## config.mk

```make
export PLATFORM = sky130hd
export DESIGN_NAME = rmjs_ctrl
export DESIGN_NICKNAME = d
export VERILOG_FILES = /design/src/design/rmjs_pkg.sv /design/src/design/rmjs_ctrl.sv
export SDC_FILE = /design/constraint.sdc
export NUM_CORES = 1
export LEC_CHECK = 0
export ABC_CLOCK_PERIOD_IN_PS = 2100
export BUFFER_PORTS_ARGS = -buffer_cell sky130_fd_sc_hd__buf_4
export CORE_AREA = 3 3 40 42
export CTS_CLUSTER_SIZE = 16
export DETAILED_ROUTE_END_ITERATION = 16
export DIE_AREA = 0 0 43 45
export GPL_TIMING_DRIVEN = 1
export PLACE_DENSITY_LB_ADDON = 0.12
export RECOVER_POWER = 25
export SYNTH_ARGS = -nofsm -noshare
export SYNTH_HDL_FRONTEND = slang
export SYNTH_SLANG_ARGS = --single-unit
```

## constraint.sdc

```tcl
create_clock -name clk_i -period 2.1 [get_ports clk_i]
set_clock_uncertainty 0.1 [all_clocks]
set_input_delay 0.42 -clock clk_i [delete_from_list [all_inputs] [get_ports clk_i]]
set_output_delay 0.42 -clock clk_i [all_outputs]
set_load 0.01 [all_outputs]
```

## src/design/rmjs_pkg.sv

```systemverilog
// Package for the rate-monotonic job scheduler core.
// Holds the table size, payload structs, table record, state and command codes.
// No dependencies.
package rmjs_pkg;

  localparam int TABLE_ENTRIES = 64;
  localparam int AW = $clog2(TABLE_ENTRIES);
  localparam int LW = $clog2(TABLE_ENTRIES + 1);
  localparam logic [6:0] REMOVED_MAX = 7'd127;

  typedef enum logic [1:0] {
    OP_LOAD = 2'd0,
    OP_STEP = 2'd1,
    OP_READ = 2'd2,
    OP_NONE = 2'd3
  } opcode_e;

  typedef enum logic [2:0] {
    ACT_LOADED  = 3'd0,
    ACT_IDLE    = 3'd1,
    ACT_RAN     = 3'd2,
    ACT_DL_RM   = 3'd3,
    ACT_MISS_RM = 3'd4,
    ACT_READ    = 3'd5,
    ACT_DONE    = 3'd6
  } action_e;

  typedef enum logic [1:0] {
    ST_FRESH     = 2'd0,
    ST_PREEMPTED = 2'd1,
    ST_RUNNING   = 2'd2,
    ST_REMOVED   = 2'd3
  } job_status_e;

  typedef struct packed {
    logic [1:0]  opcode;
    logic [15:0] job_id;
    logic [15:0] exec_time;
    logic [15:0] job_period;
    logic [31:0] release_time;
    logic [5:0]  read_index;
  } in_t;

  typedef struct packed {
    logic [2:0]  action;
    logic [5:0]  entry;
    logic [15:0] entry_job_id;
    logic [31:0] time_now;
    logic [15:0] remaining;
    logic [31:0] entry_wait;
    logic [6:0]  missed_count;
    logic        table_full;
  } out_t;

  typedef struct packed {
    logic [15:0] id;
    logic [15:0] period;
    logic [31:0] release_t;
    logic [15:0] left;
    job_status_e status;
    logic [31:0] wait_cnt;
  } rec_t;

  typedef enum logic [4:0] {
    CMD_NONE,
    CMD_ACCEPT,
    CMD_LOAD,
    CMD_FULL,
    CMD_RD_ISSUE,
    CMD_RD_RESULT,
    CMD_SCAN_CLR,
    CMD_SCAN,
    CMD_DONE_RESULT,
    CMD_PRE_RD,
    CMD_PRE_WR,
    CMD_IDLE_RESULT,
    CMD_DL_RD,
    CMD_DL_WR,
    CMD_WIN_RD,
    CMD_WIN_WR,
    CMD_SWEEP,
    CMD_SWEEP_DRAIN,
    CMD_PUSH
  } cmd_e;

  typedef enum logic [3:0] {
    S_IDLE,
    S_DISPATCH,
    S_RD_RESULT,
    S_SCAN,
    S_SCAN_DRAIN,
    S_DECIDE,
    S_PRE_RD,
    S_PRE_WR,
    S_BRANCH,
    S_DL_RD,
    S_DL_WR,
    S_WIN_RD,
    S_WIN_WR,
    S_SWEEP,
    S_SWEEP_DRAIN,
    S_OUT
  } state_e;

  typedef struct packed {
    opcode_e op;
    logic    table_full;
    logic    table_empty;
    logic    cnt_last;
    logic    any_live;
    logic    found;
    logic    dl_found;
    logic    pre_needed;
    logic    miss;
    logic    out_free;
  } dp_status_t;

endpackage

```

## src/design/rmjs_ctrl.sv

```systemverilog
// Controller state machine for the scheduler core.
// Sequences loads, reads and scheduler steps by commands to rmjs_datapath; uses rmjs_pkg.
module rmjs_ctrl import rmjs_pkg::*; (
  input  logic       clk_i,
  input  logic       rst_ni,
  input  logic       in_valid_i,
  output logic       in_ready_o,
  input  dp_status_t status_i,
  output cmd_e       cmd_o
);

  state_e state_q, state_d;

  always_ff @(posedge clk_i or negedge rst_ni) begin
    if (!rst_ni) begin
      state_q <= S_IDLE;
    end else begin
      state_q <= state_d;
    end
  end

  always_comb begin
    state_d    = state_q;
    cmd_o      = CMD_NONE;
    in_ready_o = 1'b0;
    case (state_q)
      S_IDLE: begin
        in_ready_o = 1'b1;
        if (in_valid_i) begin
          cmd_o   = CMD_ACCEPT;
          state_d = S_DISPATCH;
        end
      end
      S_DISPATCH: begin
        case (status_i.op)
          OP_LOAD: begin
            cmd_o   = status_i.table_full ? CMD_FULL : CMD_LOAD;
            state_d = S_OUT;
          end
          OP_READ: begin
            cmd_o   = CMD_RD_ISSUE;
            state_d = S_RD_RESULT;
          end
          OP_STEP: begin
            if (status_i.table_empty) begin
              cmd_o   = CMD_DONE_RESULT;
              state_d = S_OUT;
            end else begin
              cmd_o   = CMD_SCAN_CLR;
              state_d = S_SCAN;
            end
          end
          default: state_d = S_IDLE;
        endcase
      end
      S_RD_RESULT: begin
        cmd_o   = CMD_RD_RESULT;
        state_d = S_OUT;
      end
      S_SCAN: begin
        cmd_o = CMD_SCAN;
        if (status_i.cnt_last) begin
          state_d = S_SCAN_DRAIN;
        end
      end
      S_SCAN_DRAIN: state_d = S_DECIDE;
      S_DECIDE: begin
        if (!status_i.any_live) begin
          cmd_o   = CMD_DONE_RESULT;
          state_d = S_OUT;
        end else if (status_i.pre_needed) begin
          state_d = S_PRE_RD;
        end else begin
          state_d = S_BRANCH;
        end
      end
      S_PRE_RD: begin
        cmd_o   = CMD_PRE_RD;
        state_d = S_PRE_WR;
      end
      S_PRE_WR: begin
        cmd_o   = CMD_PRE_WR;
        state_d = S_BRANCH;
      end
      S_BRANCH: begin
        if (!status_i.found) begin
          cmd_o   = CMD_IDLE_RESULT;
          state_d = S_OUT;
        end else if (status_i.dl_found) begin
          state_d = S_DL_RD;
        end else begin
          state_d = S_WIN_RD;
        end
      end
      S_DL_RD: begin
        cmd_o   = CMD_DL_RD;
        state_d = S_DL_WR;
      end
      S_DL_WR: begin
        cmd_o   = CMD_DL_WR;
        state_d = S_OUT;
      end
      S_WIN_RD: begin
        cmd_o   = CMD_WIN_RD;
        state_d = S_WIN_WR;
      end
      S_WIN_WR: begin
        cmd_o   = CMD_WIN_WR;
        state_d = status_i.miss ? S_OUT : S_SWEEP;
      end
      S_SWEEP: begin
        cmd_o = CMD_SWEEP;
        if (status_i.cnt_last) begin
          state_d = S_SWEEP_DRAIN;
        end
      end
      S_SWEEP_DRAIN: begin
        cmd_o   = CMD_SWEEP_DRAIN;
        state_d = S_OUT;
      end
      S_OUT: begin
        if (status_i.out_free) begin
          cmd_o   = CMD_PUSH;
          state_d = S_IDLE;
        end
      end
      default: state_d = S_IDLE;
    endcase
  end

endmodule

```

==> flow_metrics.tcl <==
set metrics [dict create \
    number_of_flops_mapped_to_enable_cells_by_yosys 0 \
    postRouteWirelength_um 1570 \
    synthesis.instances 74 \
    ys_dominant_reg_cell "sky130_fd_sc_hd__dfrtp_1" \
    timing_worst_setup_path_type "reg -> out" \
    yosysWarnings 0 \
    dp_hpwl_um 1200 \
    worst_ir_drop_vdd_uv 898 \
    avgSynthCellArea_sq_um 7.51 \
    floorplan.io_pins 20 \
    synthTopCellsByArea "sky130_fd_sc_hd__dfrtp_1, sky130_fd_sc_hd__a21oi_1, sky130_fd_sc_hd__nand2b_1, sky130_fd_sc_hd__a311oi_4, sky130_fd_sc_hd__nand3b_1" \
    antenna_found_initial 0 \
    post_synthesis_sequential_area_ratio 0.180 \
    antenna_violating_nets_remaining 0 \
    areaGrowthSynthToFinish_pct 46.6 \
    cts-htree-levels 1 \
    worst_ep_arrival_time_ns 1.51 \
    layout_common_cells "sky130_fd_sc_hd__buf_4, sky130_fd_sc_hd__a21oi_1, sky130_fd_sc_hd__nor2_1" \
    cts_made_buffers 3 \
    seqPwrFrac 0.175 \
    cts_buffer_depth 2 \
    p_clk_frac 0.080 \
    fp.coreArea_sq_mm 0.00128 \
    syn_nets 88 \
    final_hold_viol_count 0 \
    post_synth_num_cell_types 37 \
    hold_path.class "in -> reg" \
    end_kind "output port" \
    drt_first_pass_iters 4 \
    power_density_mw_per_mm2 1600 \
    initial_util 0.432 \
    number_of_flip_flops_under_the_largest_register_name 4 \
    floorplan.die.height_um 45 \
    post-synth-top-area-cell "sky130_fd_sc_hd__dfrtp_1" \
    grt_usage 0.178 \
    rsz0062_at_grt "false" \
    number_of_nets_in_the_layout 118 \
    first_global_vias 603 \
    post-route-period-util 0.966 \
    final_cell_area_sq_um 815 \
    run_status "finished clean" \
    net_switching_power_figure_w 0.000603 \
    max_slew.worst_pin.slew_ns 0.435 \
    totalNegativeSetupSlack_ns 0 \
    report.final.setup_viol 0 \
    slew-limit-headroom 0.710 \
    cp.required_ns 1.58 \
    slew_violations 0 \
    grt_start_max_net_pins 14 \
    finalCriticalPeriod_ns 2.03 \
    clock-root-buffer "sky130_fd_sc_hd__clkbuf_4" \
    vias 687 \
    fp-row-count 13 \
    switching_share 0.463 \
    netlist.area_leader.share 0.180 \
    tritoncts_num_sinks 4 \
    register_with_the_most_flip_flops "state_q" \
    leakage_power_of_the_design_nw 0.348 \
    top_regs "state_q (4)" \
    placement.cell_area_sq_um 747 \
    ys_ff_latch 4 \
    ys_async_sr_fraction 1.00 \
    setup.worst_path.start_class "flip-flop" \
    clk_pin_slew_worst_paths_ns 0.05 \
    antenna_cells_inserted 0 \
    cell_internal_pwr_w 0.000701 \
    overall_die_area_sq_mm 0.00194 \
    max_fclk_mhz 493 \
    buffer_ports.inserted 19 \
    crit_fanout 10 \
    layout.cells.most_common "sky130_fd_sc_hd__buf_4" \
    die_w_um 43 \
    power.share.combinational 0.745 \
    routed_wire_length_per_instance_um 13.5 \
    post_route_cells_drive_above_1_share 0.402 \
    synth.cell_area_sq_um 556 \
    grt_overflow_total 0 \
    drc_errors 0 \
    grt_pass1_wl_um 2570 \
    via_per_inst 5.87 \
    clk_latency_ns 0.25 \
    gpl.final_weighted_congestion 0.812 \
    detailedRoute.firstIterationViolations 19 \
    tritoncts "yes" \
    max_cap_violations 0 \
]
-- cell families after synthesis --
kind of cell / count (synthesis) / share of synthesized area
AOI/OAI and AO/OA: 31 / 0.410
muxes: 1 / 0.0180
and+or+nand+nor: 30 / 0.331
buffers and inverters: 8 / 0.0608
DFF: 4 / 0.180
-- cell type report --
| cell class | count | area [sq um] |
|---|---|---|
| inverters | 3 | 11.3 |
| repair buffers | 30 | 224 |
| fillers | 130 | 470 |
| clock buffers | 3 | 22.5 |
| flip-flops and latches | 4 | 104 |
| well taps | 15 | 18.8 |
| multi-input cells | 62 | 434 |
-- metrics by stage --
step / utilization / power (W) / setup slack [ns] / hold slack (ns) / cells
after floorplan: - / 0.000797 / 0.242 / 0.0244 / 74
after global placement: 0.581 / 0.00113 / 0.205 / 0.115 / 110
after detailed placement: 0.581 / 0.00113 / 0.154 / 0.120 / 110
after CTS: 0.608 / 0.00125 / 0.0182 / 0.379 / 114
after global routing: 0.634 / 0.00141 / 0.0429 / 0.420 / 117
final: 0.634 / 0.00130 / 0.0706 / 0.378 / 117
-- layer usage --
layer  global-route usage  routed length, um  vias to the layer above
met5                    0                  0                        -
met4                0.108                 34                        0
met3               0.0199                111                        4
met2                0.293                759                       28
met1                0.223                668                      314
li1                     -                  -                      341
-- worst paths after layout --
kind,from,end,slack (ns),cells after the start
worst min register to register,state_q[3],state_q[3],0.57,1
worst max register to register,state_q[0],state_q[3],0.26,6
worst max-delay path,state_q[3],cmd_o[3],0.07,3
worst min-delay path,in_valid_i,state_q[0],0.38,3
max in group asynchronous,rst_ni,state_q[2],1.25,2
min in group asynchronous,rst_ni,state_q[1],0.43,2
-- critical path, stage by stage (launching register included) --
cell and delay, ns:
sky130_fd_sc_hd__dfrtp_2 0.47, sky130_fd_sc_hd__or2_1 0.28, sky130_fd_sc_hd__o41ai_1 0.35, sky130_fd_sc_hd__buf_4 0.18
-- timing repair --
action | 4_1_cts | 5_1_grt
pin swaps | 0 | 0
resized for setup | 1 | 4
endpoints found under the hold margin | 4 | 0
hold buffers | 1 | 0
gates cloned | 0 | 0
setup endpoints to repair | 1 | 3
setup buffers | 0 | 3
-- synthesized netlist by cell type, drive strengths merged (2+ instances only) --
| master | n |
|---|---|
| nor2b | 3 |
| nand2 | 4 |
| dfrtp | 4 |
| buf | 3 |
| nor2 | 6 |
| o221ai | 2 |
| nor3 | 2 |
| clkbuf | 2 |
| a31oi | 2 |
| o21ai | 6 |
| o32ai | 2 |
| nand3b | 3 |
| nand2b | 5 |
| a21oi | 8 |
| inv | 3 |
-- power by group through the flow --
stage                     Combinational (W)  Clock [W]  Sequential [W]
after floorplan                    0.000621          0        0.000176
after global placement             0.000888          0        0.000238
after detailed placement           0.000897          0        0.000236
after CTS                          0.000902   0.000107        0.000238
after global routing                0.00106   0.000110        0.000235
final                              0.000970   0.000104        0.000229
Note: power is estimated with default switching activity, not from simulation.
